`config.mk`:
```
export PLATFORM = sky130hd
export DESIGN_NAME = fca_front
export DESIGN_NICKNAME = d
export VERILOG_FILES = /design/src/design/fca_pkg.sv /design/src/design/fca_front.sv
export SDC_FILE = /design/constraint.sdc
export NUM_CORES = 1
export LEC_CHECK = 0
export BUFFER_PORTS_ARGS = -buffer_cell sky130_fd_sc_hd__buf_2
export CORE_MARGIN = 2
export CORE_UTILIZATION = 50
export DETAILED_ROUTE_END_ITERATION = 7
export PLACE_DENSITY_LB_ADDON = 0.2
export SLEW_MARGIN = 20
export SYNTH_ARGS = -nofsm -noshare
export SYNTH_HDL_FRONTEND = slang
export SYNTH_SLANG_ARGS = --single-unit
```
`constraint.sdc`:
```
create_clock -name clk_i -period 1.58 [get_ports clk_i]
set_clock_uncertainty 0.1 [all_clocks]
set_input_delay 0.316 -clock clk_i [delete_from_list [all_inputs] [get_ports clk_i]]
set_output_delay 0.316 -clock clk_i [all_outputs]
set_load 0.1 [all_outputs]
```
`src/design/fca_pkg.sv`:
```
// Package for the FAT16 cluster allocator: field widths, codes and the
// record that travels from the front to the back. No dependencies.
package fca_pkg;

  localparam int unsigned CLUSTER_W = 10;
  localparam int unsigned STATUS_W  = 2;
  localparam int unsigned COUNT_W   = 11;
  localparam int unsigned DATA_W    = 16;

  localparam logic [DATA_W-1:0] END_OF_CHAIN = 16'hFFFF;
  localparam logic [DATA_W-1:0] FREE_ENTRY   = 16'h0000;
  localparam int unsigned       FIRST_DATA   = 2;

  localparam logic CMD_ALLOC = 1'b0;
  localparam logic CMD_FREE  = 1'b1;

  typedef enum logic [STATUS_W-1:0] {
    ST_OK        = 2'd0,
    ST_NO_FREE   = 2'd1,
    ST_BAD_CHAIN = 2'd2
  } status_e;

  // Work class decided by the front.
  typedef enum logic [1:0] {
    K_ALLOC,
    K_FREE,
    K_REJECT
  } kind_e;

  typedef struct packed {
    kind_e                kind;
    logic [CLUSTER_W-1:0] start;
  } cmd_t;

  typedef struct packed {
    logic valid;
    cmd_t cmd;
  } queue_head_t;

endpackage

```
`src/design/fca_front.sv`:
```
// Front of the allocator: classifies each command and holds it in a
// two-entry queue for the back. Depends on fca_pkg.
module fca_front #(
  parameter int unsigned ENTRIES = 1024
) (
  input  logic                            clk_i,
  input  logic                            rst_ni,
  input  logic                            push_i,
  input  logic                            command_i,
  input  logic [fca_pkg::CLUSTER_W-1:0]   start_cluster_i,
  input  logic                            pop_i,
  output fca_pkg::queue_head_t            head_o,
  output logic                            full_o
);
  import fca_pkg::*;

  localparam int unsigned DEPTH = 2;

  cmd_t       slot_q [DEPTH];
  logic       wr_ptr_q, wr_ptr_d;
  logic       rd_ptr_q, rd_ptr_d;
  logic [1:0] count_q, count_d;
  cmd_t       cmd_in;
  logic       bad_start;

  // Reserved or out-of-range start never touches the table.
  assign bad_start = (start_cluster_i < CLUSTER_W'(FIRST_DATA)) ||
                     (17'(start_cluster_i) >= 17'(ENTRIES));

  always_comb begin
    cmd_in.start = start_cluster_i;
    if (command_i == CMD_ALLOC) begin
      cmd_in.kind = K_ALLOC;
    end else if (bad_start) begin
      cmd_in.kind = K_REJECT;
    end else begin
      cmd_in.kind = K_FREE;
    end
  end

  always_comb begin
    wr_ptr_d = push_i ? ~wr_ptr_q : wr_ptr_q;
    rd_ptr_d = pop_i ? ~rd_ptr_q : rd_ptr_q;
    count_d  = count_q + 2'(push_i) - 2'(pop_i);
  end

  always_ff @(posedge clk_i or negedge rst_ni) begin
    if (!rst_ni) begin
      wr_ptr_q <= 1'b0;
      rd_ptr_q <= 1'b0;
      count_q  <= '0;
    end else begin
      wr_ptr_q <= wr_ptr_d;
      rd_ptr_q <= rd_ptr_d;
      count_q  <= count_d;
    end
  end

  always_ff @(posedge clk_i) begin
    if (push_i) begin
      slot_q[wr_ptr_q] <= cmd_in;
    end
  end

  assign head_o.valid = (count_q != 2'd0);
  assign head_o.cmd   = slot_q[rd_ptr_q];
  assign full_o       = (count_q == 2'(DEPTH));

endmodule

```
==> results by group, run 1 <==
Run status
  • Status: finished, violations left
  • Violations in the final reports: setup timing

Clock tree
  • Cts bufs inserted: 3
  • Clock Pin Slew Worst Setup and Hold Paths: 0.14 ns
  • CTS sink count: 28
  • CTS Buffer Depth: 2
  • TritonCTS clock tree: done
  • CTS root buf: clkbuf_4
  • Worst-skew pair later-pin latency: around 0.33 ns
  • Htree depth: 1

Synth
  • Synth cell types: 17
  • Post-synthesis sequential area ratio: between 70 and 80%
  • #FFs+latches synth: 28
  • Synthesized net count: 76
  • Cell count after synthesis: 59
  • YS warnings: 0
  • Mean Syn Cell Area: roughly 19 µm²
  • Post-Syn Area: roughly 1100 µm²

Finish
  • Commonest cells after routing, fill and taps aside: 24 x edfxtp_1, 14 x buf_2, 13 x buf_12
  • Final core utilization: 75.6%
  • Most common cell after layout, fill and taps aside: edfxtp_1
  • Fin area: 1640 µm²
  • Area growth syn-to-layout: 44.7%
  • # nets final: 116
  • Antenna diodes: 0
  • Filler cell count: between 100 and 150
  • Share of layout cells above drive strength 1: 56.1%

Floorplanning
  • Die area: about 2700 µm²
  • Chip width: roughly 52 µm
  • Die height: approximately 52 µm
  • Number of I/O pins: 29
  • Starting Density: 52.2%
  • Core area: between 2000 and 2500 µm²
  • FP Rows: 17

GRT
  • Total grt overflow: 0
  • First-pass GRT wire length: approximately 3.3 mm
  • GRT Total Usage: between 10% and 20%
  • Initial antenna violation count: 0
  • Vias in the first global route: 695
  • Largest net degree at the start of global routing: 17

Setup path
  • Critical path peak fanout: 7
  • Slowest cell on the critical path: dfrtp_2
  • R2R cell count: 6
  • CP Class: flip-flop to output pin
  • Crit end category: output pin
  • Peak per-stage delay on the critical path: 0.50 ns
  • Worst path arrival time: between 1 and 1.5 ns
  • Worst EP required: 1.16 ns
  • Startpoint Class: flip-flop
  • Crit-path cells: buf_6 > mux2_4 > buf_12

Timing
  • Normalized max-slew margin: 80.5%
  • Final Cycle Share: 120%
  • Hold Fails Final Rpt: 0
  • Worst-margin pin slew: 0.290 ns
  • Tmin final: about 1.9 ns
  • Hold slack final: between 0.06 and 0.07 ns
  • Setup violators final: 14
  • RSZ-0062 raised after global routing: true
  • Setup WS post-layout: -0.320 ns
  • F_max: between 0.5 and 0.6 GHz
  • Final Max Slew Viols: 0

Routing
  • Top Metal Used: met4
  • Vias: 613
  • M1 wire length: around 860 µm
  • Met2 Wirelength: ~1.1 mm
  • Number of DRC markers in iteration 0: 1
  • Via density: 4.87
  • DR pass1 iterations: 2
  • Metal3 WL: approximately 76 µm
  • WL final: between 2 and 2.5 mm
  • Number of remaining DRC errors: 0
  • Average routed wire per standard cell: about 16 µm
  • Routed Antenna Nets: 0

Placement
  • DP HPWL: 1.34 mm
  • Routability cong.: 0.755
  • DP Area: approximately 1500 µm²
  • Port-buffer cells: 28

Min path
  • Hold Path Depth: 2
  • Hold/Removal Path Class: input pin to flip-flop

Job
  • # Max-Cap Violations: 0
[what timing repair did]
| action | CTS | global route |
|---|---|---|
| hold endpoints to repair | 4 | 0 |
| gates resized for setup | 12 | 0 |
| hold buffers | 1 | 0 |
| gates cloned | 0 | 0 |
| pin swaps | 0 | 0 |
| endpoints found under the setup margin | 13 | 14 |
| buffers inserted | 2 | 0 |
[Yosys cell counts (all sizes together)]
cell type / number / share of area, %
inv: 3 / 0.99
ha: 2 / 2.2
a31oi: 1 / 0.55
nor4: 1 / 1.1
nor2: 1 / 0.33
or2: 1 / 0.55
and2: 1 / 0.55
xnor2: 2 / 1.5
xor2: 2 / 1.5
and4: 1 / 0.77
nor3: 1 / 0.44
mux2: 12 / 15
dfrtp: 4 / 8.8
nor2b: 2 / 1.1
buf: 1 / 0.99
edfxtp: 24 / 64
[cell families after synthesis]
group / after synthesis / share of synthesized area, %
multiplexers: 12 / 14.9
AND/OR/NAND/NOR: 8 / 4.86
buffers and inverters: 4 / 1.99
XOR/XNOR: 4 / 3.09
flip-flops: 28 / 72.4
adder cells (fa/ha/maj): 2 / 2.21
AO/OA/AOI/OAI: 1 / 0.552
[through the flow]
step / setup WS (ns) / instances / TNS, ns
floorplan: 0.135 / 59 / 0
global placement: 0.0261 / 119 / 0
detailed placement: 0.00774 / 119 / 0
CTS: -0.323 / 126 / -3.55
global route: -0.357 / 126 / -3.95
finish: -0.320 / 126 / -3.39
[area by class of cell]
| cell class | instances | area (µm²) | area share [%] |
|---|---|---|---|
| sequential | 28 | 822 | 50.1 |
| multi-input combinational | 27 | 300 | 18.3 |
| inverter | 3 | 11.3 | 0.687 |
| timing repair buffer | 36 | 419 | 25.6 |
| tap | 28 | 35.0 | 2.14 |
| clock buffer | 3 | 22.5 | 1.37 |
| clock inverter | 1 | 30.0 | 1.83 |
[final timing paths]
kind | from | end | slack (ns)
max | rd_ptr_q$_DFFE_PN0P_ | head_o[8] | -0.32
min in group asynchronous | rst_ni | wr_ptr_q$_DFFE_PN0P_ | 0.22
max reg2reg | count_q[0]$_DFF_PN0_ | count_q[1]$_DFF_PN0_ | 0.23
min reg2reg | wr_ptr_q$_DFFE_PN0P_ | wr_ptr_q$_DFFE_PN0P_ | 0.41
max in group asynchronous | rst_ni | rd_ptr_q$_DFFE_PN0P_ | 1.03
min | pop_i | rd_ptr_q$_DFFE_PN0P_ | 0.06
[routing by layer]
layer | up-vias | GRT usage [%]
li1 | 297 | -
met1 | 293 | 23.0
met2 | 18 | 31.2
met3 | 5 | 2.59
met4 | 0 | 9.21
met5 | - | 0
[critical path: cells and delay by family (launching register included)]
family,cells,cell delay [ns]
DFF,1,0.50
buffers and inverters,2,0.33
muxes,1,0.32
[flip-flops by register name, indices dropped and copies added (netlist names)]
| signal | cells |
|---|---|
| count_q | 2 |
| slot_q | 24 |
| wr_ptr_q | 1 |
| rd_ptr_q | 1 |
Power of run 1 is not shown: default switching activity piles up to over one toggle a cycle in this logic, so the estimate is an artifact.
==> run 2: changes to the inputs <==
--- a/config.mk
+++ b/config.mk
@@ -6,6 +6,7 @@
 export NUM_CORES = 1
 export LEC_CHECK = 0
 export BUFFER_PORTS_ARGS = -buffer_cell sky130_fd_sc_hd__buf_2
+export CORE_ASPECT_RATIO = 1.25
 export CORE_MARGIN = 2
 export CORE_UTILIZATION = 50
 export DETAILED_ROUTE_END_ITERATION = 7
==> run 2 against run 1 <==
Compared with the run above: the flow still finishes with violations (setup timing); critical path depth unchanged; non-clock buffer count is 3 higher; critical endpoint is now head_o[3]; sequential share of layout area fell by 0.79 points; worst hold slack gained 0.013 ns; setup slack gained 0.058 ns; count of clock-buffer cells in the layout grew 1.
==> results by group, run 2 (synthesized netlist as in run 1, its figures left out) <==
GRT
  • Vias in the first global route: 664 (-4.5%)
  • GRT Total Usage: 14.9% (-3.5 points)
  • Largest net degree at the start of global routing: 16 (-1)
  • First-pass GRT wire length: 2.77 mm (-16%)
  • Total grt overflow: 0 (unchanged)
  • Initial antenna violation count: 0 (unchanged)

Routing
  • Routed Antenna Nets: 0 (unchanged)
  • Via density: 4.84 (-0.50%)
  • Number of DRC markers in iteration 0: 5 (+4)
  • Number of remaining DRC errors: 0 (unchanged)
  • DR pass1 iterations: 2 (unchanged)
  • WL final: 1.81 mm (-11%)
  • Vias: 639 (+4.2%)
  • Average routed wire per standard cell: 13.7 µm (-15%)

Clock tree
  • Clock Pin Slew Worst Setup and Hold Paths: 0.14 ns (about the same)
  • CTS Buffer Depth: 2 (unchanged)
  • Cts bufs inserted: 3 (unchanged)
  • TritonCTS clock tree: done
  • Worst-skew pair later-pin latency: 0.32 ns (about the same)
  • CTS root buf: clkbuf_4
  • CTS sink count: 28 (unchanged)
  • Htree depth: 1 (unchanged)

Finish
  • Antenna diodes: 0 (unchanged)
  • Non-Filler Instances: 132 (+4.8%)
  • Most common cell after layout, fill and taps aside: edfxtp_1
  • Max reg flops: 24 (unchanged)
  • Area growth syn-to-layout: 47.0%
  • Share of layout cells above drive strength 1: 57.4% (+1.3 points)
  • Filler cell count: 130 (-9.1%)
  • Top reg by flops: slot_q
  • Final core utilization: 77.0% (+1.4 points)
  • # nets final: 119 (+2.6%)
  • Commonest cells after routing, fill and taps aside: 24 x edfxtp_1, 14 x buf_2, 14 x buf_12
  • Largest regs: slot_q: 24 flops, count_q: 2 flops

Run status
  • Violations in the final reports: setup timing
  • Status: finished, violations left

Placement
  • Routability cong.: 0.697 (-7.8%)
  • Dpl cells: 121 (+1.7%)
  • DP HPWL: 1.29 mm (-3.5%)
  • Port-buffer cells: 28 (unchanged)
  • Setup Slack @ Placement: 0.0371 ns (+0.0293 ns)

Min path
  • Hold/Removal Path Class: input pin to flip-flop

Setup path
  • Slowest cell on the critical path: dfrtp_2
  • Peak per-stage delay on the critical path: 0.47 ns (-0.03 ns)
  • Crit end category: output pin
  • Crit-path cells: buf_6 > mux2_4 > buf_12
  • Worst path arrival time: 1.43 ns (-0.05 ns)
  • Critical path peak fanout: 6 (-1)
  • Startpoint Class: flip-flop
  • CP Class: flip-flop to output pin
  • CP delay by family, top: flip-flops
  • Worst EP required: 1.16 ns (about the same)
  • Buffers & Inverters on Critical Path: 2 (unchanged)

Timing
  • Final Max Slew Viols: 0 (unchanged)
  • Final Cycle Share: 117% (-3.7 points)
  • Setup WS post-layout: -0.262 ns (+0.0581 ns)
  • RSZ-0062 raised after global routing: true
  • Hold Fails Final Rpt: 0 (unchanged)
  • Worst-margin pin slew: 0.282 ns (-0.00846 ns)
  • F_max: 0.543 GHz (+3.2%)
  • Setup violators final: 13 (-1)
  • Normalized max-slew margin: 81.0% (+0.57 points)
  • Final TNS setup: -2.97 ns (+0.426 ns)
  • Tmin final: 1.84 ns (-0.0581 ns)

Floorplanning
  • Die area: 2670 µm² (about the same)
  • Chip width: 46.6 µm (-9.7%)
  • Starting Density: 52.4% (+0.15 points)
  • Die height: 57.2 µm (+11%)
  • FP Rows: 19 (+2)
  • Number of I/O pins: 29 (unchanged)
  • Core area: 2160 µm² (-0.29%)

Job
  • # Max-Cap Violations: 0 (unchanged)
## run 2: changes by cell type in the layout (fill, tap and decap cells not counted)
cell       delta
bufinv_16     -1
buf_6         -1
clkbuf_8      +1
buf_4         +3
mux2_4        +2
mux2_2        -2
buf_12        +1
## run 2: stage by stage
stage / hold WS [ns] / area [µm²]
2_1_floorplan: -0.0796 / 1140
3_3_place_gp: 0.0275 / 1530
3_5_place_dp: 0.0308 / 1530
4_1_cts: 0.0777 / 1640
5_1_grt: 0.0666 / 1670
6_report: 0.0765 / 1670
## run 2: area by class of cell
cell class	instances	area [µm²]	area share [%]
multi-input combinational	27	308	18.5
tap	31	38.8	2.33
sequential	28	822	49.3
clock buffer	4	36.3	2.18
timing repair buffer	39	450	27.0
inverter	3	11.3	0.676
## run 2: per-layer routing
metal  share of wire, %  vias to the layer above  GRT usage (%)
met5                  0                        -              0
met2                 57                       20           26.6
met1                 38                      309           17.0
li1                   -                      306              -
met4                1.3                        0           6.12
met3                3.4                        4           2.22
## run 2: worst register-to-register path, delay by kind of cell (launching register included)
kind	cells	cell delay [ns]
DFF	1	0.39
adders and majority gates	2	0.43
buffers and inverters	3	0.19
xor gates and xnor gates	1	0.16
## run 2: path summary, 6_finish.rpt
kind / end / cells past startpoint / slack (ns) / startpoint
min in group asynchronous: count_q[0]$_DFF_PN0_ / 2 / 0.21 / rst_ni
max reg2reg: count_q[1]$_DFF_PN0_ / 6 / 0.25 / count_q[0]$_DFF_PN0_
min: slot_q[1][0]$_DFFE_PP_ / 1 / 0.08 / start_cluster_i[0]
max: head_o[3] / 3 / -0.26 / rd_ptr_q$_DFFE_PN0P_
max in group asynchronous: rd_ptr_q$_DFFE_PN0P_ / 2 / 1.04 / rst_ni
min reg2reg: wr_ptr_q$_DFFE_PN0P_ / 1 / 0.40 / wr_ptr_q$_DFFE_PN0P_
## run 2: what timing repair did
| item | 4_1_cts | 5_1_grt |
|---|---|---|
| buffers inserted | 4 | 2 |
| resized for setup | 8 | 4 |
| pin swaps | 0 | 1 |
| endpoints found under the hold margin | 4 | 0 |
| hold buffers | 1 | 0 |
| endpoints found under the setup margin | 13 | 14 |
Power of run 2 is left out for the same reason.
